[src/sv/raster_fill_copy_blend_scale_assert.svh]
// ----------------------------------------------------------------------------
// Assertion macros for the raster pixel engine
// Clocked on clk, disabled while arst_n is low.
// ----------------------------------------------------------------------------
`ifndef RASTER_FILL_COPY_BLEND_SCALE_ASSERT_SVH
`define RASTER_FILL_COPY_BLEND_SCALE_ASSERT_SVH

// Consequent holds in the same cycle as the antecedent
`define RFCBS_ASSERT_SAME(lbl, ante, cons, msg) \
	lbl: assert property (@(posedge clk) disable iff (!arst_n) (ante) |-> (cons)) \
		else $error(msg);

// Consequent holds in the cycle after the antecedent
`define RFCBS_ASSERT_NEXT(lbl, ante, cons, msg) \
	lbl: assert property (@(posedge clk) disable iff (!arst_n) (ante) |=> (cons)) \
		else $error(msg);

`endif

[src/sv/rfcbs_pkg.sv]
// ----------------------------------------------------------------------------
// rfcbs_pkg
// Types, register codes, reset values and the blend divide helper.
// ----------------------------------------------------------------------------
`default_nettype none

package rfcbs_pkg;

	// Configuration port
	localparam int CFG_IDX_W  = 3;
	localparam int CFG_DATA_W = 16;

	localparam logic [CFG_IDX_W-1:0] REG_MODE   = 3'd0;
	localparam logic [CFG_IDX_W-1:0] REG_WIDTH  = 3'd1;
	localparam logic [CFG_IDX_W-1:0] REG_HEIGHT = 3'd2;
	localparam logic [CFG_IDX_W-1:0] REG_FILL   = 3'd3;
	localparam logic [CFG_IDX_W-1:0] REG_STRIDE = 3'd4;

	// Field widths
	localparam int WIDTH_W  = 11;
	localparam int HEIGHT_W = 10;
	localparam int STRIDE_W = 13;
	localparam int INDEX_W  = 22;
	localparam int DROW_W   = HEIGHT_W + 1;
	localparam int DCOL_W   = WIDTH_W + 1;

	// Reset values
	localparam logic [WIDTH_W-1:0]  RST_WIDTH  = 11'd16;
	localparam logic [HEIGHT_W-1:0] RST_HEIGHT = 10'd16;
	localparam logic [15:0]         RST_FILL   = 16'hFAAA;
	localparam logic [STRIDE_W-1:0] RST_STRIDE = 13'd800;

	// Queue between front and back
	localparam int RFCBS_QUEUE_DEPTH = 4;

	typedef enum logic [1:0] {
		MODE_FILL  = 2'd0,
		MODE_COPY  = 2'd1,
		MODE_ALPHA = 2'd2,
		MODE_SCALE = 2'd3
	} mode_t;

	typedef enum logic [1:0] {
		OP_PASS   = 2'd0,
		OP_BLEND  = 2'd1,
		OP_DOUBLE = 2'd2
	} op_t;

	typedef struct packed {
		logic [31:0] src_pixel;
		logic [15:0] dest_pixel;
	} pix_t;

	typedef struct packed {
		logic [INDEX_W-1:0] dest_index;
		logic [15:0]        pixel_out;
		logic               last;
	} wr_t;

	// Classified work item handed from front to back
	typedef struct packed {
		op_t               op;
		logic [31:0]       src;
		logic [15:0]       dst;
		logic [DROW_W-1:0] drow;
		logic [DCOL_W-1:0] dcol;
		logic              last;
	} qent_t;

	// Floor of x / 255 for x up to 255 * 255
	function automatic logic [7:0] div255(input logic [15:0] x);
		logic [16:0] y;
		logic [16:0] t;
		y = {1'b0, x} + 17'd1;
		t = y + (y >> 8);
		return t[15:8];
	endfunction

endpackage

`default_nettype wire

[src/sv/rfcbs_front.sv]
// ----------------------------------------------------------------------------
// rfcbs_front
// Register file, raster counters and item classification into the queue.
// ----------------------------------------------------------------------------
`default_nettype none
`include "raster_fill_copy_blend_scale_assert.svh"

module rfcbs_front import rfcbs_pkg::*; (
	input  wire logic                  clk,
	input  wire logic                  arst_n,
	input  wire logic                  cfg_we,
	input  wire logic [CFG_IDX_W-1:0]  cfg_index,
	input  wire logic [CFG_DATA_W-1:0] cfg_data,
	input  wire logic                  pix_valid,
	output logic                       pix_stall,
	input  wire pix_t                  pix_data,
	input  wire logic                  full,
	output logic                       push,
	output qent_t                      push_entry,
	output logic [STRIDE_W-1:0]        dest_stride
);

	mode_t               mode_q;
	logic [WIDTH_W-1:0]  width_q;
	logic [HEIGHT_W-1:0] height_q;
	logic [15:0]         fill_q;
	logic [STRIDE_W-1:0] stride_q;
	logic [WIDTH_W-1:0]  col_q;
	logic [HEIGHT_W-1:0] row_q;
	logic                phase_q;

	logic [WIDTH_W-1:0]  w_eff;
	logic [HEIGHT_W-1:0] h_eff;
	logic                col_end;
	logic                row_end;
	logic                scale;
	logic                fin;
	logic                restart;

	// Accept whenever the queue has room
	assign pix_stall   = full;
	assign push        = pix_valid && !full;
	assign dest_stride = stride_q;

	// Treat a zero size as one
	assign w_eff   = (width_q == '0) ? WIDTH_W'(1) : width_q;
	assign h_eff   = (height_q == '0) ? HEIGHT_W'(1) : height_q;
	assign col_end = ({1'b0, col_q} + (WIDTH_W+1)'(1)) >= {1'b0, w_eff};
	assign row_end = ({1'b0, row_q} + (HEIGHT_W+1)'(1)) >= {1'b0, h_eff};
	assign scale   = (mode_q == MODE_SCALE);
	assign fin     = col_end && row_end && (!scale || phase_q);

	assign restart = cfg_we && (cfg_index == REG_MODE || cfg_index == REG_WIDTH ||
		cfg_index == REG_HEIGHT);

	// Classify the item and place it in destination coordinates
	always_comb begin
		push_entry.src  = pix_data.src_pixel;
		push_entry.dst  = pix_data.dest_pixel;
		push_entry.last = fin;
		push_entry.drow = scale ? {row_q, phase_q} : {1'b0, row_q};
		push_entry.dcol = scale ? {col_q, 1'b0} : {1'b0, col_q};
		unique case (mode_q)
			MODE_FILL: begin
				push_entry.op  = OP_PASS;
				push_entry.src = {16'h0000, fill_q};
			end
			MODE_COPY:  push_entry.op = OP_PASS;
			MODE_ALPHA: push_entry.op = OP_BLEND;
			MODE_SCALE: push_entry.op = OP_DOUBLE;
			default:    push_entry.op = OP_PASS;
		endcase
	end

	// Take register writes; advance counters per accepted beat unless a register is written
	always_ff @(posedge clk or negedge arst_n) begin
		if (!arst_n) begin
			mode_q   <= MODE_FILL;
			width_q  <= RST_WIDTH;
			height_q <= RST_HEIGHT;
			fill_q   <= RST_FILL;
			stride_q <= RST_STRIDE;
			col_q    <= '0;
			row_q    <= '0;
			phase_q  <= 1'b0;
		end else if (cfg_we) begin
			case (cfg_index)
				REG_MODE:   mode_q   <= mode_t'(cfg_data[1:0]);
				REG_WIDTH:  width_q  <= cfg_data[WIDTH_W-1:0];
				REG_HEIGHT: height_q <= cfg_data[HEIGHT_W-1:0];
				REG_FILL:   fill_q   <= cfg_data[15:0];
				REG_STRIDE: stride_q <= cfg_data[STRIDE_W-1:0];
				default: ;
			endcase
			if (restart) begin
				col_q   <= '0;
				row_q   <= '0;
				phase_q <= 1'b0;
			end
		end else if (push) begin
			if (col_end) begin
				col_q <= '0;
				if (scale && !phase_q) begin
					phase_q <= 1'b1;
				end else begin
					phase_q <= 1'b0;
					row_q   <= row_end ? '0 : row_q + HEIGHT_W'(1);
				end
			end else begin
				col_q <= col_q + WIDTH_W'(1);
			end
		end
	end

	`RFCBS_ASSERT_NEXT(a_restart_clears, restart, col_q == '0 && row_q == '0 && !phase_q, "rectangle did not restart after a size or mode write")

endmodule

`default_nettype wire

[src/sv/rfcbs_queue.sv]
// ----------------------------------------------------------------------------
// rfcbs_queue
// Short FIFO of classified items between front and back.
// ----------------------------------------------------------------------------
`default_nettype none
`include "raster_fill_copy_blend_scale_assert.svh"

module rfcbs_queue import rfcbs_pkg::*; #(
	parameter int DEPTH = RFCBS_QUEUE_DEPTH
) (
	input  wire logic  clk,
	input  wire logic  arst_n,
	input  wire logic  push,
	input  wire qent_t push_entry,
	output logic       full,
	input  wire logic  pop,
	output logic       head_valid,
	output qent_t      head
);

	localparam int PTR_W = $clog2(DEPTH);
	localparam int CNT_W = $clog2(DEPTH + 1);

	qent_t            mem_q [DEPTH];
	logic [PTR_W-1:0] wr_ptr_q;
	logic [PTR_W-1:0] rd_ptr_q;
	logic [CNT_W-1:0] count_q;

	assign full       = (count_q == CNT_W'(DEPTH));
	assign head_valid = (count_q != '0);
	assign head       = mem_q[rd_ptr_q];

	// Store pushed entries
	always_ff @(posedge clk) begin
		if (push) begin
			mem_q[wr_ptr_q] <= push_entry;
		end
	end

	// Move pointers and occupancy
	always_ff @(posedge clk or negedge arst_n) begin
		if (!arst_n) begin
			wr_ptr_q <= '0;
			rd_ptr_q <= '0;
			count_q  <= '0;
		end else begin
			if (push) begin
				wr_ptr_q <= (wr_ptr_q == PTR_W'(DEPTH - 1)) ? '0 : wr_ptr_q + PTR_W'(1);
			end
			if (pop) begin
				rd_ptr_q <= (rd_ptr_q == PTR_W'(DEPTH - 1)) ? '0 : rd_ptr_q + PTR_W'(1);
			end
			if (push && !pop) begin
				count_q <= count_q + CNT_W'(1);
			end else if (pop && !push) begin
				count_q <= count_q - CNT_W'(1);
			end
		end
	end

	`RFCBS_ASSERT_SAME(a_no_overflow, push, !full, "push into a full queue")
	`RFCBS_ASSERT_SAME(a_no_underflow, pop, head_valid, "pop from an empty queue")

endmodule

`default_nettype wire

[src/sv/rfcbs_back.sv]
// ----------------------------------------------------------------------------
// rfcbs_back
// Index multiply, alpha blend pipeline and output register with doubling.
// ----------------------------------------------------------------------------
`default_nettype none
`include "raster_fill_copy_blend_scale_assert.svh"

module rfcbs_back import rfcbs_pkg::*; (
	input  wire logic                clk,
	input  wire logic                arst_n,
	input  wire logic                head_valid,
	input  wire qent_t               head,
	output logic                     pop,
	input  wire logic [STRIDE_W-1:0] dest_stride,
	output logic                     wr_valid,
	input  wire logic                wr_stall,
	output wr_t                      wr_data
);

	// Stage 1: products
	logic               valid_s1;
	op_t                op_s1;
	logic [15:0]        pix_s1;
	logic [15:0]        sum_r_s1;
	logic [15:0]        sum_g_s1;
	logic [15:0]        sum_b_s1;
	logic [INDEX_W-1:0] prod_s1;
	logic [DCOL_W-1:0]  dcol_s1;
	logic               last_s1;

	// Stage 2: finished pixel and index
	logic               valid_s2;
	logic               double_s2;
	logic [INDEX_W-1:0] index_s2;
	logic [15:0]        pix_s2;
	logic               last_s2;

	// Output register
	wr_t  out_q;
	logic out_valid_q;
	logic dup_q;
	logic dup_last_q;

	logic [7:0]  alpha;
	logic [7:0]  inv_alpha;
	logic [15:0] sum_r;
	logic [15:0] sum_g;
	logic [15:0] sum_b;
	logic [DROW_W+STRIDE_W-1:0] row_prod;
	logic [7:0]  res_r;
	logic [7:0]  res_g;
	logic [7:0]  res_b;
	logic        take;
	logic        out_load;
	logic        ready_s2;
	logic        ready_s1;

	// Pull back pressure from the output register up the pipe
	assign take     = out_valid_q && !wr_stall;
	assign out_load = valid_s2 && (!out_valid_q || (take && !dup_q));
	assign ready_s2 = !valid_s2 || out_load;
	assign ready_s1 = !valid_s1 || ready_s2;
	assign pop      = head_valid && ready_s1;

	// Weigh source against widened destination per channel
	assign alpha     = head.src[31:24];
	assign inv_alpha = 8'd255 - alpha;
	assign sum_r = 16'(head.src[23:16]) * 16'(alpha) +
		16'({head.dst[15:11], 3'b000}) * 16'(inv_alpha);
	assign sum_g = 16'(head.src[15:8]) * 16'(alpha) +
		16'({head.dst[10:5], 2'b00}) * 16'(inv_alpha);
	assign sum_b = 16'(head.src[7:0]) * 16'(alpha) +
		16'({head.dst[4:0], 3'b000}) * 16'(inv_alpha);
	assign row_prod = (DROW_W+STRIDE_W)'(head.drow) * (DROW_W+STRIDE_W)'(dest_stride);

	always_ff @(posedge clk or negedge arst_n) begin
		if (!arst_n) begin
			valid_s1 <= 1'b0;
		end else if (ready_s1) begin
			valid_s1 <= pop;
		end
	end

	always_ff @(posedge clk) begin
		if (pop) begin
			op_s1    <= head.op;
			pix_s1   <= head.src[15:0];
			sum_r_s1 <= sum_r;
			sum_g_s1 <= sum_g;
			sum_b_s1 <= sum_b;
			prod_s1  <= row_prod[INDEX_W-1:0];
			dcol_s1  <= head.dcol;
			last_s1  <= head.last;
		end
	end

	// Divide by 255 and repack to 565; add the column
	assign res_r = div255(sum_r_s1);
	assign res_g = div255(sum_g_s1);
	assign res_b = div255(sum_b_s1);

	always_ff @(posedge clk or negedge arst_n) begin
		if (!arst_n) begin
			valid_s2 <= 1'b0;
		end else if (ready_s2) begin
			valid_s2 <= valid_s1;
		end
	end

	always_ff @(posedge clk) begin
		if (ready_s2 && valid_s1) begin
			double_s2 <= (op_s1 == OP_DOUBLE);
			index_s2  <= prod_s1 + INDEX_W'(dcol_s1);
			pix_s2    <= (op_s1 == OP_BLEND) ? {res_r[7:3], res_g[7:2], res_b[7:3]} : pix_s1;
			last_s2   <= last_s1;
		end
	end

	// Hold a beat until taken; emit the neighbor column for doubled pixels
	always_ff @(posedge clk or negedge arst_n) begin
		if (!arst_n) begin
			out_valid_q <= 1'b0;
			dup_q       <= 1'b0;
		end else if (out_load) begin
			out_valid_q <= 1'b1;
			dup_q       <= double_s2;
		end else if (take) begin
			out_valid_q <= dup_q;
			dup_q       <= 1'b0;
		end
	end

	always_ff @(posedge clk) begin
		if (out_load) begin
			out_q.dest_index <= index_s2;
			out_q.pixel_out  <= pix_s2;
			out_q.last       <= double_s2 ? 1'b0 : last_s2;
			dup_last_q       <= last_s2;
		end else if (take && dup_q) begin
			out_q.dest_index <= out_q.dest_index + INDEX_W'(1);
			out_q.last       <= dup_last_q;
		end
	end

	assign wr_valid = out_valid_q;
	assign wr_data  = out_q;

	`RFCBS_ASSERT_NEXT(a_second_beat, take && dup_q, wr_valid && wr_data.dest_index == $past(wr_data.dest_index) + INDEX_W'(1), "doubled pixel did not follow at the next column")
	`RFCBS_ASSERT_SAME(a_first_not_last, out_valid_q && dup_q, !wr_data.last, "first beat of a doubled pixel marked last")

endmodule

`default_nettype wire

[src/sv/raster_fill_copy_blend_scale.sv]
// ----------------------------------------------------------------------------
// raster_fill_copy_blend_scale: RGB565 raster engine, fill/copy/blend/scale
// Path: an accepted pixel beat passes the queue, stage 1, stage 2 and the output register.
// Throughput: 1 item per cycle while wr_stall is low; a scale item takes two write beats.
// Reset: asynchronous, registers to defaults, counters and queue cleared at once.
// ----------------------------------------------------------------------------
`default_nettype none

module raster_fill_copy_blend_scale import rfcbs_pkg::*; #(
	parameter int QUEUE_DEPTH = RFCBS_QUEUE_DEPTH
) (
	input  wire logic                  clk,
	input  wire logic                  arst_n,
	input  wire logic                  cfg_we,
	input  wire logic [CFG_IDX_W-1:0]  cfg_index,
	input  wire logic [CFG_DATA_W-1:0] cfg_data,
	input  wire logic                  pix_valid,
	output logic                       pix_stall,
	input  wire pix_t                  pix_data,
	output logic                       wr_valid,
	input  wire logic                  wr_stall,
	output wr_t                        wr_data
);

	logic                push;
	qent_t               push_entry;
	logic                full;
	logic                pop;
	logic                head_valid;
	qent_t               head;
	logic [STRIDE_W-1:0] dest_stride;

	// Classify incoming beats
	rfcbs_front u_front (
		.clk        (clk),
		.arst_n     (arst_n),
		.cfg_we     (cfg_we),
		.cfg_index  (cfg_index),
		.cfg_data   (cfg_data),
		.pix_valid  (pix_valid),
		.pix_stall  (pix_stall),
		.pix_data   (pix_data),
		.full       (full),
		.push       (push),
		.push_entry (push_entry),
		.dest_stride(dest_stride)
	);

	// Decouple front and back
	rfcbs_queue #(
		.DEPTH(QUEUE_DEPTH)
	) u_queue (
		.clk        (clk),
		.arst_n     (arst_n),
		.push       (push),
		.push_entry (push_entry),
		.full       (full),
		.pop        (pop),
		.head_valid (head_valid),
		.head       (head)
	);

	// Compute and emit destination writes
	rfcbs_back u_back (
		.clk        (clk),
		.arst_n     (arst_n),
		.head_valid (head_valid),
		.head       (head),
		.pop        (pop),
		.dest_stride(dest_stride),
		.wr_valid   (wr_valid),
		.wr_stall   (wr_stall),
		.wr_data    (wr_data)
	);

endmodule

`default_nettype wire
[config.mk]
export PLATFORM = sky130hd
export DESIGN_NAME = raster_fill_copy_blend_scale
export DESIGN_NICKNAME = d
export VERILOG_FILES = /design/src/sv/rfcbs_pkg.sv /design/src/sv/rfcbs_front.sv /design/src/sv/rfcbs_queue.sv /design/src/sv/rfcbs_back.sv /design/src/sv/raster_fill_copy_blend_scale.sv
export VERILOG_INCLUDE_DIRS = /design/src /design/src/sv
export SDC_FILE = /design/constraint.sdc
export NUM_CORES = 2
export LEC_CHECK = 0
export ABC_AREA = 1
export BUFFER_PORTS_ARGS = -buffer_cell sky130_fd_sc_hd__buf_4
export CORE_MARGIN = 2
export CORE_UTILIZATION = 40
export CTS_CLUSTER_SIZE = 30
export DETAILED_ROUTE_END_ITERATION = 7
export GPL_ROUTABILITY_DRIVEN = 0
export PLACE_DENSITY_LB_ADDON = 0.08
export SKIP_LAST_GASP = 1
export SYNTH_ARGS = -nofsm -noshare
export SYNTH_HDL_FRONTEND = slang
export SYNTH_HIERARCHICAL = 1
export SYNTH_SLANG_ARGS = --single-unit
[constraint.sdc]
create_clock -name clk -period 19 [get_ports clk]
set_input_delay 5.7 -clock clk [delete_from_list [all_inputs] [get_ports clk]]
set_output_delay 5.7 -clock clk [all_outputs]
set_load 0.02 [all_outputs]
# After elaboration in Yosys (flattened, before gate mapping)
# Memories as Yosys holds them, arrays and structs flattened.
# Cells that the tools add are included.
# word_totals
ramBits,296
reg_bits,266
output_inout_bits,41
memories,1
elab_cells,160
# op_classes
n_lt_le_gt_ge,2
n_mux,37
add_sub_neg,20
n_mul,7
eq_ne,14
n_reduce_logical,48
# mem_list
memory,words,width,read_ports,rd_ports_with_merged_regs,wr,line,text
u_queue.mem_q,4,74,1,0,1,rfcbs_queue.sv:24,qent_t mem_q [DEPTH];
# op_table
op,n
10-bit 2-to-1 mux,7
11-bit 2-to-1 mux,6
"16-bit by 1-bit adder with 17-bit output, second input constant",3
16-bit adder,3
16-bit by 9-bit adder with 16-bit output,3
8-bit by 8-bit multiplier with 16-bit output,3
22-bit 2-to-1 mux,2
32-bit 2-to-1 mux,1
5-bit by 8-bit multiplier with 13-bit output,2
"22-bit by 1-bit adder with 22-bit output, second input constant",1
22-bit by 12-bit adder with 22-bit output,1
11-bit by 13-bit multiplier with 22-bit output,1
16-bit 2-to-1 mux,1
6-bit by 8-bit multiplier with 14-bit output,1
1-bit 2-to-1 mux,14
1-bit logical AND,13
"11-bit by 1-bit adder with 12-bit output, second input constant",1
12-bit by 11-bit greater-or-equal comparator with 1-bit output,1
12-bit 2-to-1 mux,1
2-bit AND reduction,6
"10-bit by 1-bit adder with 11-bit output, second input constant",1
"11-bit by 1-bit adder with 11-bit output, second input constant",1
11-bit by 10-bit greater-or-equal comparator with 1-bit output,1
11-bit zero test,1
25 further kinds,53

# Longest topological paths before layout
# logic_depth
depth_word,11
ltp_mapped,36
mapped_depth_nobuf,33

# Modules after synthesis
# The synthesis kept the hierarchy.
# by_module_without_submodules
mod,n_inst,seq_area_each_um2,area_per_inst_um2,cells_per_inst
rfcbs_back,1,5535.3,24952.7,3066
rfcbs_queue,1,9063.7,12320.6,916
rfcbs_front,1,1870.5,4839.6,621

# Worst setup path before layout
# Ideal clock, no wire load.
# synth_path
path_kind,in2reg
start,in wr_stall
end,reg u_queue.count_q[1]
n_path_buf,0
cell_stages,11
slack_ns,9.706
arrival_time_ns,9.178
setup_time_ns,0.117
path_cell_list,o21ai_0 > nor2_1 > nand2_1 > nand2_1 > inv_1 > inv_1 > ha_1 > inv_1 > fa_1 > nand2_1 > nand2_1
# synth_between
elab_chain_len,11
# synth_rtl
item,line,text
start: declaration,raster_fill_copy_blend_scale.sv:21,"input wire logic wr_stall,"
1-bit zero test (*),rfcbs_back.sv:59,assign take = out_valid_q && !wr_stall;
1-bit logical AND (*),rfcbs_back.sv:59,
1-bit logical AND (*),rfcbs_back.sv:60,assign out_load = valid_s2 && (!out_valid_q || (take && !dup_q));
1-bit logical OR (*),rfcbs_back.sv:60,
1-bit logical AND (*),rfcbs_back.sv:60,
1-bit logical OR (*),rfcbs_back.sv:61,assign ready_s2 = !valid_s2 || out_load;
1-bit logical OR (*),rfcbs_back.sv:62,assign ready_s1 = !valid_s1 || ready_s2;
1-bit logical AND (*),rfcbs_back.sv:63,assign pop = head_valid && ready_s1;
named net pop,raster_fill_copy_blend_scale.sv:28,logic pop;
1-bit zero test,rfcbs_queue.sv:53,if (push && !pop) begin
1-bit logical AND,rfcbs_queue.sv:53,
3-bit 2-to-1 mux or 2-bit nonzero test (tied branches),n/a,
end signal: assignment,rfcbs_queue.sv:54,count_q <= count_q + CNT_W'(1);
end signal: assignment,rfcbs_queue.sv:56,count_q <= count_q - CNT_W'(1);
end: declaration,rfcbs_queue.sv:27,logic [CNT_W-1:0] count_q;
# Mark *: on every way through the listed nets, which the timed path passes. The rest lies on a longest branch.
# A chain may end at the register's enable or synchronous reset.

==> flow_summary.yaml <==
run_status:
  outcome: "finished, final reports clean"
route:
  drt-pass1-iter-count: 5
  detailed_route_vias_per_instance: 4.71
  drcViolationCount: 0
  via_count: 28700
  drt.antenna.violating_nets: 0
  dr.first_iter.drc_count: 1724
  detail_route.wl_per_cell_um: 16.1
  wirelength_mm: 97.6
sta:
  post-route-period-util_pct: 45.9
  unrepaired_setup_endpoints_after_global_routing: "no"
  slew-limit-headroom_pct: 24.0
  final.hold.worst_slack_ps: 409
  slew_violations: 0
  worst-slew-pin-transition_ps: 1140
  setup-tns-final_ps: 0
  final-hold-violation-count: 0
  final-setup-viol-count: 0
  fmax_mhz: 115
  fin_worst_skew_ps: 36.4
  timing.final.crit_period_ps: 8730
floorplanning:
  core_mm2: 0.105
  floorplan.initialDensity_pct: 40.2
  dieWidth_um: 328
  die_height_um: 328
  die-area_mm2: 0.108
  ioPinCount: 113
  core.rowCount: 119
finish:
  antennaDiodeCount: 0
  layoutNonFillerInstCount: 6081
  final_layout_size_suffix_gt1_share_pct: 8.23
  syn2layout_area_growth_pct: 10.2
  postLayoutCellArea_mm2: 0.0464
  fin_nets: 5294
synth:
  ys_seq_elements: 562
  synthFlopType: "edfxtp_1"
  yosys.cell_types.count: 56
  yosysTopAreaCellShare_pct: 34.0
  ys_top_cells_by_area: "edfxtp_1 (34%), fa_1 (14%), nand2_1 (10%)"
  post_synth_most_frequent_cells: "nand2_1 (1159), inv_1 (1021), edfxtp_1 (477)"
  proportion_of_synthesized_flip_flops_having_asynchronous_set_or_reset_pct: 15.1
  yosys_warnings: 6
  synth-edff-count: 477
  syn_area_per_cell_um2: 9.15
  ys_seq_area_share_pct: 39.1
  synth_fp_nets: 5264
  synth.most_common_cell: "nand2_1"
  cell_type_with_the_largest_total_area_after_synthesis: "edfxtp_1"
  post_synth_instance_area_mm2: 0.0421
  synthCells: 4603
clock_network:
  clock-root-buffer: "clkbuf_16"
  post_cts_resized: 0
  insertion_delay_ps: 630
  clk_pin_slew_worst_paths_ps: 60
  cts-hold-fix-buffers: 0
  cts_max_path_buffers: 3
  clock_buffers_created_by_tritoncts: 70
  tritoncts_num_sinks: 562
  h-tree-depth: 3
  tritoncts: "yes"
  cts_setup_buffers: 0
worst_setup_path:
  timing.setup.critical_path_class: "reg2reg"
  critPathLaunch: "u_queue/rd_ptr_q[1]"
  crit_buf_inv: 8
  arrival_ps: 9080
  required_ps: 19350
  rrSetupSlack_ps: 10270
  critPathLaunchType: "flip-flop"
  timing.critical_path.max_delay_family: "adder cells"
  worst_path_most_repeated_cell: "fa_1"
  r2r_start: "u_queue/rd_ptr_q[1]"
  timing.critical_path.to_type: "flip-flop"
  critPathMaxStageDelay_ps: 630
  critical_path_peak_fanout: 43
  worst_path_max_delay_cell: "dfrtp_4"
grt:
  grt_pass1_wl_mm: 157
  antenna_found_initial: 4
  grt_use_total_pct: 18.4
  grt_pass1_vias: 28600
  grt_start_max_net_pins: 105
  grt-ovfl-total: 0
placement:
  dpl.hpwl_mm: 72.3
  placed_cells: 5952
  place.port_buffers: 112
  placed_area_mm2: 0.0439
flow_run:
  maxCapViolCount: 0
worst_hold_path:
  min-delay-path-class: "reg2reg"
  holdCritStartpoint: "u_back/pix_s2[1]"
layout by cell type (no fill, tap or decap), types with 5 or more instances in the layout:
| cell | netlist | layout |
|---|---|---|
| xor2_1 | 90 | 90 |
| inv_2 | 5 | 6 |
| nand3_1 | 97 | 97 |
| bufinv_16 | 0 | 10 |
| nor2_2 | 30 | 29 |
| dfstp_2 | 15 | 15 |
| o21ai_0 | 114 | 114 |
| o211ai_1 | 131 | 131 |
| xnor2_1 | 61 | 61 |
| dfrtp_1 | 70 | 69 |
| nor2_1 | 230 | 229 |
| o211ai_2 | 20 | 20 |
| buf_4 | 20 | 133 |
| mux2_2 | 19 | 19 |
| nor4_1 | 6 | 6 |
| o22ai_2 | 10 | 10 |
| clkinv_1 | 3 | 11 |
| nand2_1 | 1159 | 1159 |
| a21boi_0 | 5 | 5 |
| ha_1 | 284 | 284 |
| nor2_4 | 4 | 6 |
| o21ai_1 | 9 | 9 |
| nand3_2 | 11 | 11 |
| clkinv_2 | 0 | 16 |
| clkbuf_1 | 80 | 14 |
| nand4_1 | 43 | 43 |
| o21bai_1 | 10 | 10 |
| nand2_2 | 12 | 12 |
| nor3_1 | 22 | 22 |
| a21o_1 | 11 | 11 |
| edfxtp_1 | 477 | 477 |
| clkbuf_16 | 0 | 75 |
| inv_1 | 1021 | 1014 |
| a31oi_1 | 12 | 12 |
| fa_1 | 305 | 305 |
| clkbuf_8 | 0 | 5 |
| a21oi_1 | 106 | 106 |
layout make-up:
class,instances,area (um2)
clock buffers,94,2000
clock inverters,35,494
multi-input cells,2836,20800
repair buffers,133,998
well taps,1391,1740
inverters,1030,3880
fillers,10400,58400
flip-flops and latches,562,16500
stage by stage:
stage | setup slack, ps | util (%)
2_1_floorplan | 9710 | -
3_3_place_gp | 10280 | 41.9
3_5_place_dp | 10200 | 41.9
4_1_cts | 10150 | 44.3
5_1_grt | 9640 | 44.3
6_report | 10270 | 44.3
state kept, by name (all words and copies together) (netlist names), 12 cells and up:
| name | flops |
|---|---|
| u_queue/mem_q | 296 |
| u_back/wr_data | 39 |
| u_back/index_s2 | 22 |
| u_back/prod_s1 | 22 |
| u_back/pix_s1 | 16 |
| u_back/pix_s2 | 16 |
| u_back/sum_b_s1 | 16 |
| u_back/sum_g_s1 | 16 |
| u_back/sum_r_s1 | 16 |
| u_front/fill_q | 16 |
| u_front/dest_stride | 13 |
| u_back/dcol_s1 | 12 |
cell families after synthesis:
| family | share of synthesized area, % |
|---|---|
| AOI/OAI and AO/OA | 6.92 |
| DFF | 39.1 |
| and+or+nand+nor | 15.9 |
| xor gates and xnor gates | 3.14 |
| buffers and inverters | 11.5 |
| adders and majority gates | 22.9 |
| muxes | 0.508 |
routing by layer:
layer / routed length (um) / vias up / GRT usage (%)
met1: 49800 / 13600 / 27.7
met4: 1520 / 0 / 4.14
met2: 42000 / 457 / 28.1
li1: - / 14500 / -
met5: 0 / - / 0
met3: 4270 / 87 / 2.74
worst reg2reg max path: cells and delay by family, from the launching register on:
family	cells	cell delay, ps
AO/OA/AOI/OAI	4	840
AND/OR/NAND/NOR	4	400
adder cells (fa/ha/maj)	9	4130
XOR/XNOR	2	370
flip-flops	1	630
buffers and inverters	8	2080
final timing paths:
kind,endpoint,cells past startpoint
setup / recovery,u_back/sum_g_s1[14],27
hold / removal,u_back/wr_data[2],0
setup reg to reg,u_back/sum_g_s1[14],27
hold reg to reg,u_back/wr_data[2],0
max in group asynchronous,u_back/wr_valid,2
min in group asynchronous,u_queue/rd_ptr_q[1],1
Power is not shown: default switching activity piles up to over one toggle a cycle in this logic, so the estimate is an artifact.
